==> src/hw/rtl/lfpu_ram.sv <==
// Generic single-write, single-read RAM with registered read data.
`default_nettype none

module lfpu_ram #(
    parameter int WIDTH = 8,
    parameter int DEPTH = 16
) (
    input  wire logic                     i_clk,
    input  wire logic                     i_we,
    input  wire logic [$clog2(DEPTH)-1:0] i_waddr,
    input  wire logic [WIDTH-1:0]         i_wdata,
    input  wire logic                     i_re,
    input  wire logic [$clog2(DEPTH)-1:0] i_raddr,
    output logic      [WIDTH-1:0]         o_rdata
);

    logic [WIDTH-1:0] r_mem [DEPTH];
    logic [WIDTH-1:0] r_rdata;

    always_ff @(posedge i_clk) begin
        if (i_we) begin
            r_mem[i_waddr] <= i_wdata;
        end
        if (i_re) begin
            r_rdata <= r_mem[i_raddr];
        end
    end

    assign o_rdata = r_rdata;

endmodule

`default_nettype wire

==> config.mk <==
export PLATFORM = sky130hd
export DESIGN_NAME = lfpu_ram
export DESIGN_NICKNAME = d
export VERILOG_FILES = /design/src/hw/rtl/lfpu_ram.sv
export SDC_FILE = /design/constraint.sdc
export NUM_CORES = 1
export LEC_CHECK = 0
export BUFFER_PORTS_ARGS = -buffer_cell sky130_fd_sc_hd__buf_2
export CORE_MARGIN = 2
export CORE_UTILIZATION = 40
export CTS_BUF_LIST = sky130_fd_sc_hd__clkbuf_8
export DETAILED_ROUTE_END_ITERATION = 10
export PLACE_DENSITY = 0.56
export SLEW_MARGIN = 0
export SYNTH_ARGS = -nofsm -noshare
export SYNTH_HDL_FRONTEND = slang
export SYNTH_SLANG_ARGS = --single-unit
==> constraint.sdc <==
create_clock -name i_clk -period 2.25 [get_ports i_clk]
set_clock_uncertainty 0.15 [all_clocks]
set_input_delay 0 -clock i_clk [delete_from_list [all_inputs] [get_ports i_clk]]
set_output_delay 0 -clock i_clk [all_outputs]
set_load 0.05 [all_outputs]
==> results_dict.tcl, run 1 <==
set metrics [dict create \
    cts_buffer_count 17 \
    rows 41 \
    avgSynthCellArea_um2 22.8 \
    route.met3.wl_um 486 \
    worst-path-max-fanout 8 \
    category_of_the_worst_setup_path_capture_point "flip-flop" \
    grt.total_usage 0.157 \
    routed_via_density 5.15 \
    clock_tree_from_tritoncts "yes" \
    syn_to_final_growth_pct 19.4 \
    hold_path.class "input port to flip-flop" \
    drt-initial-drc-count 184 \
    finalWeightedCongestion 0.742 \
    overflow 0 \
    cp_data_arrival_time_ns 1.63 \
    vdd_ir_drop_max_v 0.000404 \
    ant_nets 0 \
    final_cell_mix "136 x sky130_fd_sc_hd__edfxtp_1, 26 x sky130_fd_sc_hd__buf_2, 20 x sky130_fd_sc_hd__buf_4" \
    period_minus_slack_ns 1.65 \
    met2RoutedLength_mm 5.13 \
    worstMarginPinSlew_ns 0.398 \
    finalHoldViolCount 0 \
    diode_count 0 \
    synth_cells 229 \
    synth.yosys.seq_area_share 0.781 \
    clock_pin_slew_on_the_worst_setup_and_hold_paths_ns 0.07 \
    final_min_period_over_clock_period 0.733 \
    synth_seq_cells 136 \
    layout.cells.most_common "sky130_fd_sc_hd__edfxtp_1" \
    highest-signal-layer "met4" \
    final_cells 481 \
    required_ns 2.23 \
    cts_htree_levels 4 \
    leakage_nw 2.10 \
    yosys_warnings 0 \
    die_h_um 118 \
    placedCellCount 438 \
    netlist_area_pre_place_mm2 0.00523 \
    critical_path.startpoint_type "input port" \
    timing.critical_path.from "i_waddr[1]" \
    final_net_count 316 \
    critical_r2r_launch "r_mem[2][0]" \
    avg_wl_per_cell_um 20.7 \
    clock_latency_on_the_worst_skew_pair_ns 0.42 \
    start_util 0.413 \
    timing.final.max_slew_violations 0 \
    pin_count_of_the_biggest_net_entering_global_routing 33 \
    maxClockFrequency_mhz 606 \
    cts_num_sinks 136 \
    synthesis.nets 248 \
    placement.io_buffers 26 \
    ys_types 18 \
    outcome "finished, final reports clean" \
    nFillCells 1056 \
    slew-limit-headroom 0.735 \
    drive_above_1_share 0.307 \
    drcViolationCount 0 \
    detailedRoute.firstPassIterationCount 4 \
    die_width_um 118 \
    critical_path_class "input port to flip-flop" \
    wirelength_mm 9.95 \
    hp-start "i_raddr[3]" \
    setup_tns_ns 0 \
    placeableCoreArea_mm2 0.0127 \
    design.portCount 27 \
    unrepaired_setup_endpoints_after_global_routing "false" \
    route.layer.met1.wl_mm 4.22 \
    power_per_cell_area_mw_per_mm2 879 \
    grt_first_pass_wirelength_mm 15.6 \
    clockBufferDepth 2 \
    drv_cap 0 \
    via_count 2476 \
    cts.root.buffer_cell "sky130_fd_sc_hd__clkbuf_8" \
    first_global_vias 2675 \
    place.detailed.hpwl_mm 6.34 \
    setup-violations-final 0 \
    antenna_violations_before_repair 0 \
    fp.dieArea_mm2 0.0140 \
]
report_power, final:
group / switching, mW / leakage, nW / total [mW] / internal, mW
Combinational: 0.188 / 0.641 / 0.312 / 0.124
Clock: 0.889 / 0.223 / 2.30 / 1.42
Sequential: 0.0148 / 1.24 / 2.87 / 2.85
Total: 1.09 / 2.10 / 5.48 / 4.39
path summary, 6_finish.rpt:
check	to	slack (ns)	depth (start not counted)
setup / recovery	r_mem[0][4]	0.60	5
hold / removal	o_rdata[1]	0.07	5
setup reg to reg	o_rdata[0]	0.64	3
hold reg to reg	o_rdata[2]	0.59	3
cell usage after synthesis:
| library cell | instances | area (µm²) |
|---|---|---|
| sky130_fd_sc_hd__or3b_2 | 1 | 8.76 |
| sky130_fd_sc_hd__buf_6 | 3 | 33.8 |
| sky130_fd_sc_hd__nand3_1 | 1 | 5.00 |
| sky130_fd_sc_hd__edfxtp_1 | 136 | 4080 |
| sky130_fd_sc_hd__nand3b_1 | 2 | 15.0 |
| sky130_fd_sc_hd__nor2_1 | 13 | 48.8 |
| sky130_fd_sc_hd__buf_4 | 1 | 7.51 |
| sky130_fd_sc_hd__nand2b_1 | 2 | 12.5 |
| sky130_fd_sc_hd__a22oi_1 | 16 | 120 |
| sky130_fd_sc_hd__clkdlybuf4s25_2 | 3 | 30.0 |
| sky130_fd_sc_hd__mux4_2 | 18 | 405 |
| sky130_fd_sc_hd__nor3_1 | 4 | 20.0 |
| sky130_fd_sc_hd__mux4_1 | 14 | 368 |
| sky130_fd_sc_hd__and2_1 | 1 | 6.26 |
| sky130_fd_sc_hd__nor2b_1 | 1 | 6.26 |
| sky130_fd_sc_hd__buf_2 | 3 | 15.0 |
| sky130_fd_sc_hd__nand2_1 | 9 | 33.8 |
| sky130_fd_sc_hd__and2b_1 | 1 | 7.51 |
routing by layer:
| layer | up-vias | track usage |
|---|---|---|
| met1 | 1285 | 0.193 |
| met2 | 68 | 0.263 |
| met4 | 0 | 0.0633 |
| li1 | 1113 | - |
| met5 | - | 0 |
| met3 | 10 | 0.0434 |
cell type report:
class	instances	area, µm²	area share
sequential	136	4080	0.655
timing repair buffer	59	420	0.0674
multi-input combinational	83	1060	0.169
clock buffer	17	234	0.0375
clock inverter	14	229	0.0367
tap	172	215	0.0345
registers in the layout (all words and copies together) (netlist names):
| signal | flops |
|---|---|
| o_rdata | 8 |
| r_mem | 128 |
worst max-delay path: stages:
cell,delay [ns]
sky130_fd_sc_hd__dlygate4sd3_1,0.52
sky130_fd_sc_hd__buf_2,0.16
sky130_fd_sc_hd__nor3_1,0.16
sky130_fd_sc_hd__dlygate4sd3_1,0.57
sky130_fd_sc_hd__buf_4,0.20
cells by family after synthesis:
| family | after synthesis | share of synthesized area |
|---|---|---|
| mux | 32 | 0.148 |
| buf+inv | 10 | 0.0165 |
| simple gates | 35 | 0.0314 |
| flops | 136 | 0.781 |
| compound gates | 16 | 0.0230 |
through the flow:
step | util | hold slack (ns) | total power [mW] | cell area, µm² | setup WS, ns
2_1_floorplan | - | -0.0511 | 3.11 | 5230 | 0.607
3_3_place_gp | 0.446 | 0.245 | 3.22 | 5660 | 0.456
3_5_place_dp | 0.446 | 0.238 | 3.23 | 5660 | 0.467
4_1_cts | 0.492 | 0.0328 | 5.54 | 6240 | 0.596
5_1_grt | 0.492 | 0.0754 | 5.67 | 6240 | 0.533
6_report | 0.492 | 0.0662 | 5.48 | 6240 | 0.600
repair_timing:
item                                   in CTS  in global routing
buffers inserted                            0                  0
gates resized for setup                     0                  0
endpoints found under the hold margin     168                  0
hold buffers                               12                  0
(Power assumes the default switching activity.)
==> run 2, diff against run 1 <==
--- a/config.mk
+++ b/config.mk
@@ -10,7 +10,7 @@
 export CORE_UTILIZATION = 40
 export CTS_BUF_LIST = sky130_fd_sc_hd__clkbuf_8
 export DETAILED_ROUTE_END_ITERATION = 10
-export PLACE_DENSITY = 0.56
+export PLACE_DENSITY = 0.58
 export SLEW_MARGIN = 0
 export SYNTH_ARGS = -nofsm -noshare
 export SYNTH_HDL_FRONTEND = slang
==> constraint.sdc (replaced) <==
create_clock -name i_clk -period 1.3 [get_ports i_clk]
set_clock_uncertainty 0.15 [all_clocks]
set_input_delay 0 -clock i_clk [delete_from_list [all_inputs] [get_ports i_clk]]
set_output_delay 0 -clock i_clk [all_outputs]
set_load 0.05 [all_outputs]
==> results_dict.tcl, run 2 (synthesis results as in run 1) <==
set metrics [dict create \
    drv_cap 0 \
    critical_path.startpoint_type "flip-flop" \
    postLayoutSetupSlackWorst_ns -0.281 \
    syn_to_final_growth_pct 21.3 \
    diode_count 0 \
    largest_register_ffs 128 \
    nFillCells 1011 \
    design.portCount 27 \
    finalWeightedCongestion 0.726 \
    placement.io_buffers 26 \
    ff2ff_setup_slack_ns -0.28 \
    cts_num_sinks 136 \
    p_comb_frac 0.070 \
    maxClockFrequency_mhz 633 \
    min_delay_path_depth 4 \
    start_util 0.413 \
    drt-initial-drc-count 226 \
    rows 41 \
    die_width_um 118 \
    power.net_switching_mw 1.94 \
    leakage_nw 2.09 \
    setup-violations-final 8 \
    grt_first_pass_wirelength_mm 15.5 \
    reg2regPathDepth 3 \
    via_count 2480 \
    unrepaired_setup_endpoints_after_global_routing "true" \
    slew-limit-headroom 0.479 \
    grt.total_usage 0.159 \
    power_per_cell_area_mw_per_mm2 1450 \
    final_min_period_over_clock_period 1.22 \
    overflow 0 \
    timing.final.max_slew_violations 0 \
    layout.cells.most_common "sky130_fd_sc_hd__edfxtp_1" \
    drcViolationCount 0 \
    regMostFlops "r_mem" \
    fin_total_pwr_mw 9.21 \
    outcome "finished, violations left" \
    placeableCoreArea_mm2 0.0127 \
    hp-start "i_waddr[3]" \
    worst-path-max-fanout 1 \
    seqPwrFrac 0.539 \
    placedCellCount 445 \
    clock_pin_slew_on_the_worst_setup_and_hold_paths_ns 0.07 \
    clockBufferDepth 2 \
    cts_htree_levels 4 \
    vdd_ir_drop_max_v 0.000644 \
    place.detailed.hpwl_mm 6.73 \
    worstMarginPinSlew_ns 0.780 \
    critical_path_class "flip-flop to flip-flop" \
    failing_checks "setup timing" \
    clock_power_share 0.391 \
    final_net_count 322 \
    detailedRoute.firstPassIterationCount 4 \
    fp.dieArea_mm2 0.0140 \
    drive_above_1_share 0.408 \
    routed_via_density 5.08 \
    netSwitchingFraction 0.211 \
    finalHoldViolCount 0 \
    final_cell_mix "136 x sky130_fd_sc_hd__edfxtp_1, 32 x sky130_fd_sc_hd__mux4_2, 26 x sky130_fd_sc_hd__buf_2" \
    critical_r2r_launch "r_mem[4][6]" \
    category_of_the_worst_setup_path_capture_point "flip-flop" \
    final_cells 488 \
    cp_data_arrival_time_ns 1.62 \
    internal_pwr_total_mw 7.26 \
    cts_buffer_count 17 \
    avg_wl_per_cell_um 21.1 \
    clock_tree_from_tritoncts "yes" \
    first_global_vias 2515 \
    capture_instance_of_the_worst_register_to_register_path "o_rdata[6]" \
    pin_count_of_the_biggest_net_entering_global_routing 17 \
    period_minus_slack_ns 1.58 \
    cts.root.buffer_cell "sky130_fd_sc_hd__clkbuf_8" \
    fin_util 0.500 \
    hold_path.class "input port to flip-flop" \
    setup_tns_ns -2.07 \
    clock_latency_on_the_worst_skew_pair_ns 0.43 \
    required_ns 1.34 \
    whs_endpoint "r_mem[2][2]" \
    wirelength_mm 10.3 \
    die_h_um 118 \
    post_cts.repair.setup_buffers 0 \
    ant_nets 0 \
    pre_cts_ws_ns -0.487 \
    antenna_violations_before_repair 0 \
]
[run 2: cell types whose count changed in the layout (fill, tap and decap cells not counted), sizes merged]
| cell | before | now |
|---|---|---|
| buf | 47 | 54 |
| bufinv | 6 | 4 |
| clkinv | 4 | 7 |
| dlygate4sd3 | 12 | 11 |
[run 2: worst max-delay path: stages, from the launching register on]
cell and delay (ns):
sky130_fd_sc_hd__edfxtp_1 0.38, sky130_fd_sc_hd__mux4_2 0.53, sky130_fd_sc_hd__a22oi_2 0.21, sky130_fd_sc_hd__nand2_1 0.07
[run 2: worst max-delay path by stage]
stage | startpoint | cells after the start | slack (ns) | to
finish | r_mem[4][6] | 3 | -0.28 | o_rdata[6]
global route | r_mem[4][6] | 3 | -0.32 | o_rdata[6]
CTS | r_mem[7][4] | 3 | -0.31 | o_rdata[4]
detailed placement | i_raddr[0] | 6 | -0.49 | o_rdata[1]
global placement | i_raddr[0] | 6 | -0.48 | o_rdata[6]
floorplan | r_mem[3][0] | 3 | -0.12 | o_rdata[0]
[run 2: final cells by class]
class | count | area (µm²) | area share
Sequential cell | 136 | 4080 | 0.644
Multi-Input combinational cell | 83 | 1060 | 0.168
Timing Repair Buffer | 65 | 562 | 0.0886
Clock buffer | 17 | 234 | 0.0369
Tap cell | 172 | 215 | 0.0339
Clock inverter | 15 | 183 | 0.0288
[run 2: power by group through the flow]
| stage | clock, mW | combinational [mW] | sequential [mW] |
|---|---|---|---|
| 3_5_place_dp | 0 | 0.613 | 5.06 |
| 3_3_place_gp | 0 | 0.607 | 5.05 |
| 6_report | 3.60 | 0.646 | 4.96 |
| 5_1_grt | 3.86 | 0.694 | 4.96 |
| 2_1_floorplan | 0 | 0.259 | 5.13 |
| 4_1_cts | 3.68 | 0.649 | 4.96 |
[run 2: layer usage]
layer  vias to the layer above  track usage  share of wire
met4                         0       0.0655          0.019
met1                      1270        0.217           0.44
li1                       1113            -              -
met3                        15       0.0468          0.054
met2                        82        0.240           0.49
met5                         -            0              0
[run 2: what timing repair did]
item	in CTS	in global routing
hold endpoints to repair	164	0
gates cloned	0	0
endpoints found under the setup margin	8	27
pin swaps	1	0
resized for setup	5	8
hold buffers	11	0
[run 2: per-stage QoR]
| step | cell area (µm²) | hold slack [ns] |
|---|---|---|
| after floorplan | 5190 | -0.0511 |
| after global placement | 5760 | 0.222 |
| after detailed placement | 5760 | 0.214 |
| after CTS | 6310 | 0.0588 |
| after global routing | 6340 | 0.0721 |
| final | 6340 | 0.0785 |
